### src/rtl/core/bcmm_pkg.sv
// ----------------------------------------------------------------------------
// bcmm_pkg
// Shared types and constants of the banked cartridge memory mapper.
// ----------------------------------------------------------------------------
package bcmm_pkg;

   localparam int RAM_DEPTH = 32768;
   localparam int RAM_AW    = 15;
   localparam int NV_WIN_AW = 12;
   localparam int ROM_AW    = 21;

   localparam logic [7:0]        DEFAULT_BANK  = 8'h7F;
   localparam logic [ROM_AW-1:0] ROM_HIGH_BASE = 21'h100000;

   // decoded address windows
   localparam logic [15:0] NV_LO_START  = 16'h0400;
   localparam logic [15:0] NV_LO_END    = 16'h1000;
   localparam logic [15:0] ROML_START   = 16'h2000;
   localparam logic [15:0] ROML_END     = 16'h8000;
   localparam logic [15:0] NV_HI_START  = 16'h9800;
   localparam logic [15:0] IO_START     = 16'h9C00;
   localparam logic [15:0] ROMH_START   = 16'hA000;
   localparam logic [15:0] ROMH_END     = 16'hC000;

   // io page register select, address bits 8:7
   localparam logic [1:0] SEL_NONE = 2'b00;
   localparam logic [1:0] SEL_HIGH = 2'b01;
   localparam logic [1:0] SEL_LOW  = 2'b10;
   localparam logic [1:0] SEL_BOTH = 2'b11;

   typedef enum logic [1:0] {
      REQ_READ  = 2'd0,
      REQ_WRITE = 2'd1,
      REQ_RESET = 2'd2
   } req_kind_type;

   typedef enum logic [1:0] {
      SRC_ZERO  = 2'd0,
      SRC_OPEN  = 2'd1,
      SRC_RAM   = 2'd2,
      SRC_NVRAM = 2'd3
   } data_src_type;

   typedef struct packed {
      logic [7:0] lo_bank;
      logic [7:0] hi_bank;
      logic       nv_enabled;
      logic       banking;
   } state_type;

   typedef struct packed {
      data_src_type          src;
      logic                  rom_read;
      logic [ROM_AW-1:0]     rom_address;
      logic                  reset_request;
      logic                  ram_re;
      logic                  ram_we;
      logic [RAM_AW-1:0]     ram_addr;
      logic                  nv_re;
      logic                  nv_we;
      logic [NV_WIN_AW-1:0]  nv_addr;
      logic                  hi_bank_we;
      logic                  lo_bank_we;
      logic                  nv_en_we;
      logic                  set_pending;
      logic                  reset_event;
   } access_type;

endpackage

### src/rtl/core/bcmm_decode.sv
// ----------------------------------------------------------------------------
// bcmm_decode
// Address and request decode: memory strobes, rom address and register
// updates for one bus request against the current mapper state.
// ----------------------------------------------------------------------------
module bcmm_decode
   import bcmm_pkg::*;
(
   input  logic [1:0]  req_type,
   input  logic [15:0] address,
   input  state_type   state,
   output access_type  acc
);

   logic [7:0]        bl;
   logic [7:0]        bh;
   logic              ram_lo;
   logic              ram_hi;
   logic              ram_wen;
   logic              nv_area;
   logic              lo_area;
   logic              hi_area;
   logic              io_area;
   logic [RAM_AW-1:0] win_addr;
   logic [ROM_AW-1:0] rom_low;
   logic [ROM_AW-1:0] rom_high;

   always_comb begin
      bl       = state.banking ? state.lo_bank : DEFAULT_BANK;
      bh       = state.banking ? state.hi_bank : DEFAULT_BANK;
      ram_lo   = bl[7];
      ram_hi   = bh[7];
      ram_wen  = bh[6];
      nv_area  = (address >= NV_LO_START && address < NV_LO_END) ||
                 (address >= NV_HI_START && address < ROMH_START);
      lo_area  = address >= ROML_START && address < ROML_END;
      hi_area  = address >= ROMH_START && address < ROMH_END;
      io_area  = address >= IO_START && address < ROMH_START;
      // upper window folds onto the first 8 KB of ram
      win_addr = hi_area ? {2'b00, address[12:0]} : address[RAM_AW-1:0];
      rom_low  = {bl, address[12:0]};
      rom_high = {bh, address[12:0]} + ROM_HIGH_BASE;
   end

   always_comb begin
      acc          = '0;
      acc.src      = SRC_ZERO;
      acc.ram_addr = win_addr;
      acc.nv_addr  = address[NV_WIN_AW-1:0];
      case (req_type)
         REQ_READ: begin
            if (nv_area) begin
               if (state.nv_enabled) begin
                  acc.nv_re = 1'b1;
                  acc.src   = SRC_NVRAM;
               end else begin
                  acc.src = SRC_OPEN;
               end
            end else if (lo_area) begin
               if (!ram_lo) begin
                  acc.rom_read    = 1'b1;
                  acc.rom_address = rom_low;
               end else if (ram_hi) begin
                  acc.ram_re = 1'b1;
                  acc.src    = SRC_RAM;
               end else begin
                  acc.src = SRC_OPEN;
               end
            end else if (hi_area) begin
               if (!ram_hi) begin
                  acc.rom_read    = 1'b1;
                  acc.rom_address = rom_high;
               end else if (!ram_lo) begin
                  acc.rom_read    = 1'b1;
                  acc.rom_address = rom_low;
               end else begin
                  acc.ram_re = 1'b1;
                  acc.src    = SRC_RAM;
               end
            end
         end
         REQ_WRITE: begin
            acc.nv_we  = nv_area && state.nv_enabled;
            acc.ram_we = ram_wen && ram_lo && ram_hi && (lo_area || hi_area);
            if (io_area) begin
               case (address[8:7])
                  SEL_HIGH: acc.hi_bank_we = 1'b1;
                  SEL_LOW:  acc.lo_bank_we = 1'b1;
                  SEL_BOTH: begin
                     acc.hi_bank_we = 1'b1;
                     acc.lo_bank_we = 1'b1;
                     acc.nv_en_we   = 1'b1;
                  end
                  default: ;
               endcase
               acc.set_pending   = address[9];
               acc.reset_request = address[9];
            end
         end
         REQ_RESET: begin
            acc.reset_event = 1'b1;
         end
         default: ;
      endcase
   end

endmodule

### config.mk
export PLATFORM = sky130hd
export DESIGN_NAME = bcmm_decode
export DESIGN_NICKNAME = d
export VERILOG_FILES = /design/src/rtl/core/bcmm_pkg.sv /design/src/rtl/core/bcmm_decode.sv
export SDC_FILE = /design/constraint.sdc
export NUM_CORES = 1
export LEC_CHECK = 0
export BUFFER_PORTS_ARGS = -buffer_cell sky130_fd_sc_hd__buf_4
export CAP_MARGIN = 30
export CORE_UTILIZATION = 31
export DETAILED_ROUTE_END_ITERATION = 7
export GPL_ROUTABILITY_DRIVEN = 0
export GPL_TIMING_DRIVEN = 0
export MAX_ROUTING_LAYER = met4
export PLACE_DENSITY = 0.84
export SYNTH_ARGS = -nofsm -noshare
export SYNTH_HDL_FRONTEND = slang
export SYNTH_SLANG_ARGS = --single-unit
### constraint.sdc
create_clock -name vclk -period 1
set_input_delay 0.05 -clock vclk [all_inputs]
set_output_delay 0.05 -clock vclk [all_outputs]
set_load 0.02 [all_outputs]
Word level (Yosys, flattened, before mapping)
Index checks and enable logic that the tools add are counted.

storage, ports and cells
  bits of input ports = 36
  logic and storage cells = 65
  output and inout bits = 61
  register bits = 0

operators by class
  muxes and demuxes = 36
  add/subtract/negate cells = 1
  equality and inequality tests = 5
  $lt $le $gt $ge = 9
  reductions and logical operators = 14

operators by type and width
  kind                    count
  $mux 24                 3
  $mux 22                 3
  $ge 16x16->1 const B    3
  $lt 16x16->1 const B    3
  $add 21x21->21 const B  1
  $mux 1                  19
  $ge 16x11->1 const B    1
  $ge 16x14->1 const B    1
  $lt 16x13->1 const B    1
  $mux 8                  2
  $mux 15                 1
  $mux 2                  6
  $logic_and 1x1->1       9
  $mux 4                  2
  $eq 2x2->1 const B      3
  $eq 2x1->1 const B      2
  $reduce_or 2->1         2
  $logic_not 2->1         1
  $logic_or 1x1->1        2

Longest topological paths before layout
Gate-level depths: netlist of run 1.

  depth in word-level cells = 7
  depth in mapped cells = 6
  gate-level depth less buffers = 4

Worst setup path after synthesis of run 1
OpenSTA, ideal clock, no wires.

  path kind = input to output
  from = input port state[0] (netlist name)
  to = output port acc[60] (netlist name)
  path slack = -0.155 ns
  data arrival time = 1.105 ns
  buffers on the path = 1
  data required time = 0.950 ns
  cell stages on the path = 4
  path through = clkbuf_1 -> and3_1 -> nor2b_1 -> a31o_2

RTL lines
  item                RTL line           RTL
  start: declaration  bcmm_decode.sv:11  input state_type state,
  end: declaration    bcmm_decode.sv:12  output access_type acc

==> qor.log, run 1 <==
qor: finish.layout.core_utilization 0.9305
qor: placed_design.numPlacedInstances 222
qor: synth.synth_cells 98
qor: grt.overall_global_routing_usage 0.2941
qor: power_and_ir_drop.power.total 769.0 µW
qor: detailed_routing.detailroute.via_count 1250
qor: power_and_ir_drop.internal-power 405.0 µW
qor: sta.min_period_over_period 1.268
qor: grt.antenna_found_initial 0
qor: synth.yosys.area_share.xor_xnor 0
qor: synth.syn_avg_cell_area 6.639 µm²
qor: sta.setup_violations 31
qor: floorplanning.row_count 16
qor: finish.register_area 0 µm²
qor: sta.tightestPinTransition 0.3789 ns
qor: grt.grt_first_pass_wirelength 4678 µm
qor: detailed_routing.drc_errors 0
qor: finish.layout.clock_buffers 0
qor: sta.fmax 0.7887 GHz
qor: critical_path.setup.worst_path.class input port to primary output
qor: floorplanning.initial_utilization 0.3316
qor: sta.layout_setup_ws -0.2679 ns
qor: critical_path.timing.critical_path.fanout_max 6
qor: synth.synthAdderAreaFrac 0
qor: power_and_ir_drop.power.clock.fraction 0
qor: grt.grt_start_max_net_pins 11
qor: clock_tree.post_cts_hold_buffer_count 0
qor: floorplanning.die_x 47.81 µm
qor: critical_path.critPathCaptureType primary output
qor: synth.post-synth-top-count-cell buf_4
qor: sta.final-hold-violation-count 0
qor: critical_path.cp.required 0.95 ns
qor: detailed_routing.drtAntennaViolNets 0
qor: finish.filler_cell_count 72
qor: power_and_ir_drop.total_leakage_power 0.9524 nW
qor: sta.report.final.slew_viol_count 0
qor: synth.yosys_warnings 0
qor: status.status finished, violations left
qor: power_and_ir_drop.peakVddDrop 290.5 µV
qor: synth.synth_top_family_by_area simple AND/OR/NAND/NOR gates
qor: grt.grt_pass1_vias 974
qor: synth.yosysTopAreaCellShare 0.3115
qor: power_and_ir_drop.power.net_switching 363.9 µW
qor: placed_design.place.port_buffers 97
qor: grt.global_route.overflow_total 0
qor: floorplanning.design.core.area 1962 µm²
qor: detailed_routing.wirelength 4522 µm
qor: finish.antenna_cells 0
qor: floorplanning.die-height 47.81 µm
qor: synth.netlist_top_cells_area buf_4, and2_1, nand3b_1, a31oi_1, nand2_1
qor: detailed_routing.dr.first_iter.drc_count 48
qor: power_and_ir_drop.power_frac_seq 0
qor: synth.synth_commonest_cells buf_4, and2_1, nand2_1
qor: detailed_routing.routed_wire_length_per_instance 19.16 µm
qor: placed_design.dp.final_hpwl 2291 µm
qor: power_and_ir_drop.netSwitchingFraction 0.4733
qor: critical_path.worstSetupStartpointType input port
qor: synth.synth_area_leader_cell buf_4
qor: detailed_routing.drtPass1Iterations 4
qor: floorplanning.floorplan.die_area 2286 µm²
qor: finish.drive_gt1_frac 0.8230
qor: synth.seq_area_frac_synth 0
qor: finish.nFlopsAndLatches 0
qor: sta.worst_slew_margin_rel 0.7470
qor: finish.design.final.nets 247
qor: hold_path.min-delay-path-class input port to primary output
qor: power_and_ir_drop.pwr_density_cell 421.2 nW/µm²
qor: synth.mappedNetlistNets 134
qor: synth.netlist-cell-type-count 25
qor: critical_path.worstSetupStartpoint address[13]
qor: sta.period_needed 1.268 ns
qor: finish.finalNonFillerCells 236
qor: flow_run.max_cap_viols 0
qor: sta.rsz0062_at_grt true
qor: power_and_ir_drop.combinationalPowerShare 1.000
qor: status.violations setup timing
qor: detailed_routing.post_drt_via_cell_ratio 5.297
qor: sta.timing.setup.tns -5.779 ns
qor: floorplanning.pin_count 97
qor: synth.synth_compound_gate_area_share 0.1865
qor: synth.post_synth_instance_area 650.6 µm²
qor: finish.layout_area_overhead 180.6%
qor: synth.yosys.area_share.simple 0.4827
qor: critical_path.critical_path_arrival 1.22 ns
qor: synth.synth.area.mux_share 0
qor: critical_path.crit_end acc[48]
==> area by class of cell <==
cell class                      count  area (µm²)  share of cell area
Timing Repair Buffer              111       969.7              0.5312
Multi-Input combinational cell     68       585.6              0.3208
Buffer                             30       236.5              0.1295
Tap cell                           27       33.78             0.01851
==> metal layers <==
metal / share of wire / vias to the layer above / global-route usage
met2: 0.52 / 104 / 0.5459
met3: 0.092 / 24 / 0.04906
met5: 0 / - / -
li1: - / 537 / -
met1: 0.33 / 585 / 0.3178
met4: 0.059 / 0 / 0.07778
==> power by group through the flow <==
stage	clock (mW)	sequential, mW	combinational, mW
2_1_floorplan	0	0	0.305
3_3_place_gp	0	0	0.593
3_5_place_dp	0	0	0.604
4_1_cts	0	0	0.674
5_1_grt	0	0	0.806
6_report	0	0	0.769
==> repair_timing <==
item                       CTS  global route
pin swaps                   22            13
setup endpoints to repair   32            30
cloned                       1             0
hold endpoints to repair     0             0
buffers inserted             7             6
gates resized for setup     43            29
==> cell usage in the layout (no fill, tap or decap), drive strengths merged, types with 2 or more instances in the layout <==
cell	count
o21ai	2
nand3b	7
and3	4
nor2	2
nor2b	5
buf	140
and2	17
a31oi	8
nand2b	2
nand2	10
==> cell families after synthesis <==
logic type	count (synthesis)
AND/OR/NAND/NOR	53
AO/OA/AOI/OAI	15
buffers and inverters	30
==> worst max-delay path, cell delays in order <==
cell	delay, ns
buf_8	0.11
o21bai_4	0.15
nand2b_1	0.09
buf_6	0.13
a31oi_4	0.24
buf_6	0.17
and2_4	0.15
buf_6	0.11
==> per-stage QoR <==
stage	hold WS, ns	instance area [µm²]	worst slack, ns
finish	0.4105	1826	-0.2679
floorplan	0.1523	704.4	-0.02541
global route	0.4257	1826	-0.3625
CTS	0.4018	1677	-0.1693
detailed placement	0.3976	1466	-0.3799
global placement	0.3959	1466	-0.3329
==> how the worst min path moves through the flow <==
stage	start	end	slack, ns	cells after the start
global placement	address[1]	acc[6]	0.40	3
detailed placement	address[1]	acc[6]	0.40	3
global route	address[5]	acc[24]	0.43	3
floorplan	req_type[0]	acc[57]	0.15	1
finish	address[5]	acc[24]	0.41	3
CTS	address[1]	acc[6]	0.40	3
(Power assumes the default switching activity.)
==> run 2, diff against run 1 <==
--- a/config.mk
+++ b/config.mk
@@ -13,6 +13,7 @@
 export GPL_TIMING_DRIVEN = 0
 export MAX_ROUTING_LAYER = met4
 export PLACE_DENSITY = 0.84
+export SETUP_SLACK_MARGIN = 0.15
 export SYNTH_ARGS = -nofsm -noshare
 export SYNTH_HDL_FRONTEND = slang
 export SYNTH_SLANG_ARGS = --single-unit
==> run 2 against run 1 <==
  * The run still ends with setup timing left
  * Cell count fell by 2.5%
  * Non-clock buffer count is 6 lower
  * Routed wire length shrank 19%
  * First-iteration DRC count fell by 33%
  * Die area stayed put
  * Core utilization shrank 3.0 points
  * Hold slack got worse by 0.0093 ns
  * Combinational power is 5.6% lower
  * Critical path depth is the same
  * Clock-buffer cell count stayed put
  * Maximum frequency is 4.1% higher
  * Flip-flop and latch count did not move
  * Largest power group unchanged
==> qor.log, run 2 (synthesis gave the netlist of run 1 again) <==
qor: sta.rsz0062_at_grt true
qor: power_and_ir_drop.netSwitchingFraction 0.4684 [-0.004841]
qor: finish.filler_cell_count 96 [+33%]
qor: placed_design.placed_area 1530 µm² [+4.4%]
qor: critical_path.critical_path_arrival 1.17 ns [-0.05 ns]
qor: grt.global_route.overflow_total 0 [unchanged]
qor: sta.period_needed 1.218 ns [-0.05000 ns]
qor: critical_path.timing.critical_path.fanout_max 7 [+1]
qor: floorplanning.die_x 47.81 µm [unchanged]
qor: floorplanning.row_count 16 [unchanged]
qor: floorplanning.design.core.area 1962 µm² [unchanged]
qor: finish.antenna_cells 0 [unchanged]
qor: detailed_routing.dr.first_iter.drc_count 32 [-33%]
qor: finish.layout_area_overhead 171.5%
qor: sta.report.final.slew_viol_count 0 [unchanged]
qor: power_and_ir_drop.power_frac_seq 0 [unchanged]
qor: critical_path.critPathCaptureType primary output
qor: detailed_routing.drc_errors 0 [unchanged]
qor: status.status finished, violations left
qor: finish.layout_commonest_cell buf_4
qor: placed_design.dp.final_hpwl 2082 µm [-9.1%]
qor: floorplanning.initial_utilization 0.3316 [unchanged]
qor: finish.register_area 0 µm² [unchanged]
qor: power_and_ir_drop.peakVddDrop 297.5 µV [+2.4%]
qor: grt.grt_first_pass_wirelength 3864 µm [-17%]
qor: placed_design.detailedPlace.worstSlack -0.2244 ns [+0.1555 ns]
qor: critical_path.setup.worst_path.class input port to primary output
qor: detailed_routing.drtPass1Iterations 4 [unchanged]
qor: finish.fin_area 1767 µm² [-3.2%]
qor: critical_path.worstSetupStartpointType input port
qor: sta.setup_violations 29 [-6.5%]
qor: power_and_ir_drop.power.net_switching 339.9 µW [-6.6%]
qor: floorplanning.floorplan.die_area 2286 µm² [unchanged]
qor: finish.final_cell_mix buf_4, buf_6, and2_4
qor: detailed_routing.routed_wire_length_per_instance 15.92 µm [-17%]
qor: detailed_routing.wirelength 3661 µm [-19%]
qor: power_and_ir_drop.combinationalPowerShare 1.000 [about the same]
qor: critical_path.cp.required 0.95 ns [about the same]
qor: placed_design.place.port_buffers 97 [unchanged]
qor: sta.tightestPinTransition 0.2833 ns [-0.09554 ns]
qor: power_and_ir_drop.internal-power 385.8 µW [-4.8%]
qor: detailed_routing.drtAntennaViolNets 0 [unchanged]
qor: grt.overall_global_routing_usage 0.2356 [-0.05850]
qor: sta.final-hold-violation-count 0 [unchanged]
qor: grt.grt_start_max_net_pins 11 [unchanged]
qor: sta.min_period_over_period 1.218 [-0.05000]
qor: finish.design.final.nets 241 [-2.4%]
qor: clock_tree.post_cts_hold_buffer_count 0 [unchanged]
qor: sta.fmax 0.8211 GHz [+4.1%]
qor: power_and_ir_drop.pwr_density_cell 410.8 nW/µm² [-2.5%]
qor: finish.nFlopsAndLatches 0 [unchanged]
qor: grt.antenna_found_initial 0 [unchanged]
qor: hold_path.min-delay-path-class input port to primary output
qor: sta.worst_slew_margin_rel 0.8103 [+0.06336]
qor: grt.grt_pass1_vias 919 [-5.6%]
qor: power_and_ir_drop.power.clock.fraction 0 [unchanged]
qor: detailed_routing.detailroute.via_count 1151 [-7.9%]
qor: detailed_routing.post_drt_via_cell_ratio 5.004 [-5.5%]
qor: sta.layout_setup_ws -0.2179 ns [+0.05000 ns]
qor: floorplanning.pin_count 97 [unchanged]
qor: floorplanning.die-height 47.81 µm [unchanged]
qor: power_and_ir_drop.total_leakage_power 0.9089 nW [-4.6%]
qor: status.violations setup timing
qor: flow_run.max_cap_viols 0 [unchanged]
qor: finish.layout.clock_buffers 0 [unchanged]
qor: finish.drive_gt1_frac 0.8079 [-0.01508]
-- run 2: final cells by class --
type	count	area (µm²)	area share
plain buffers	30	240.2	0.1360
multi-input cells	68	579.3	0.3279
well taps	27	33.78	0.01912
repair buffers	105	913.4	0.5170
-- run 2: what timing repair did --
action                     CTS  global route
resized for setup           36            13
cloned                       1             0
setup endpoints to repair   33            32
hold endpoints to repair     0             0
setup buffers                4             3
pin swaps                   15            16
-- run 2: path summary, 6_finish.rpt --
kind	slack [ns]	to	start	cells after the start
setup / recovery	-0.22	acc[52]	address[15]	8
hold / removal	0.40	acc[57]	req_type[1]	3
-- run 2: per-stage QoR --
stage	power (mW)	cells	hold slack (ns)	util	TNS (ns)
detailed placement	0.6252	222	0.4010	0.7800	-4.067
floorplan	0.3224	98	0.1523	-	0
finish	0.7257	230	0.4012	0.9005	-4.075
CTS	0.6745	227	0.3989	0.8635	-3.938
global placement	0.6148	222	0.3954	0.7800	-3.629
global route	0.7664	230	0.4104	0.9005	-5.607
-- run 2: worst max-delay path: stages --
cell and delay [ns]:
buf_12 0.12, o21bai_4 0.18, nand2b_1 0.10, buf_6 0.11, buf_4 0.15, nand3b_1 0.10, a31oi_1 0.20, buf_4 0.17
-- run 2: power by group through the flow --
stage | registers [mW] | logic, mW | clock network [mW]
after global placement | 0 | 0.615 | 0
after global routing | 0 | 0.766 | 0
final | 0 | 0.726 | 0
after CTS | 0 | 0.675 | 0
after floorplan | 0 | 0.322 | 0
after detailed placement | 0 | 0.625 | 0
-- run 2: per-layer routing --
layer | vias to the layer above | GRT usage | routed length (µm)
li1 | 519 | - | -
met1 | 543 | 0.2533 | 1253
met3 | 8 | 0.01132 | 362
met2 | 81 | 0.4811 | 1981
met5 | - | - | 0
met4 | 0 | 0.01667 | 64
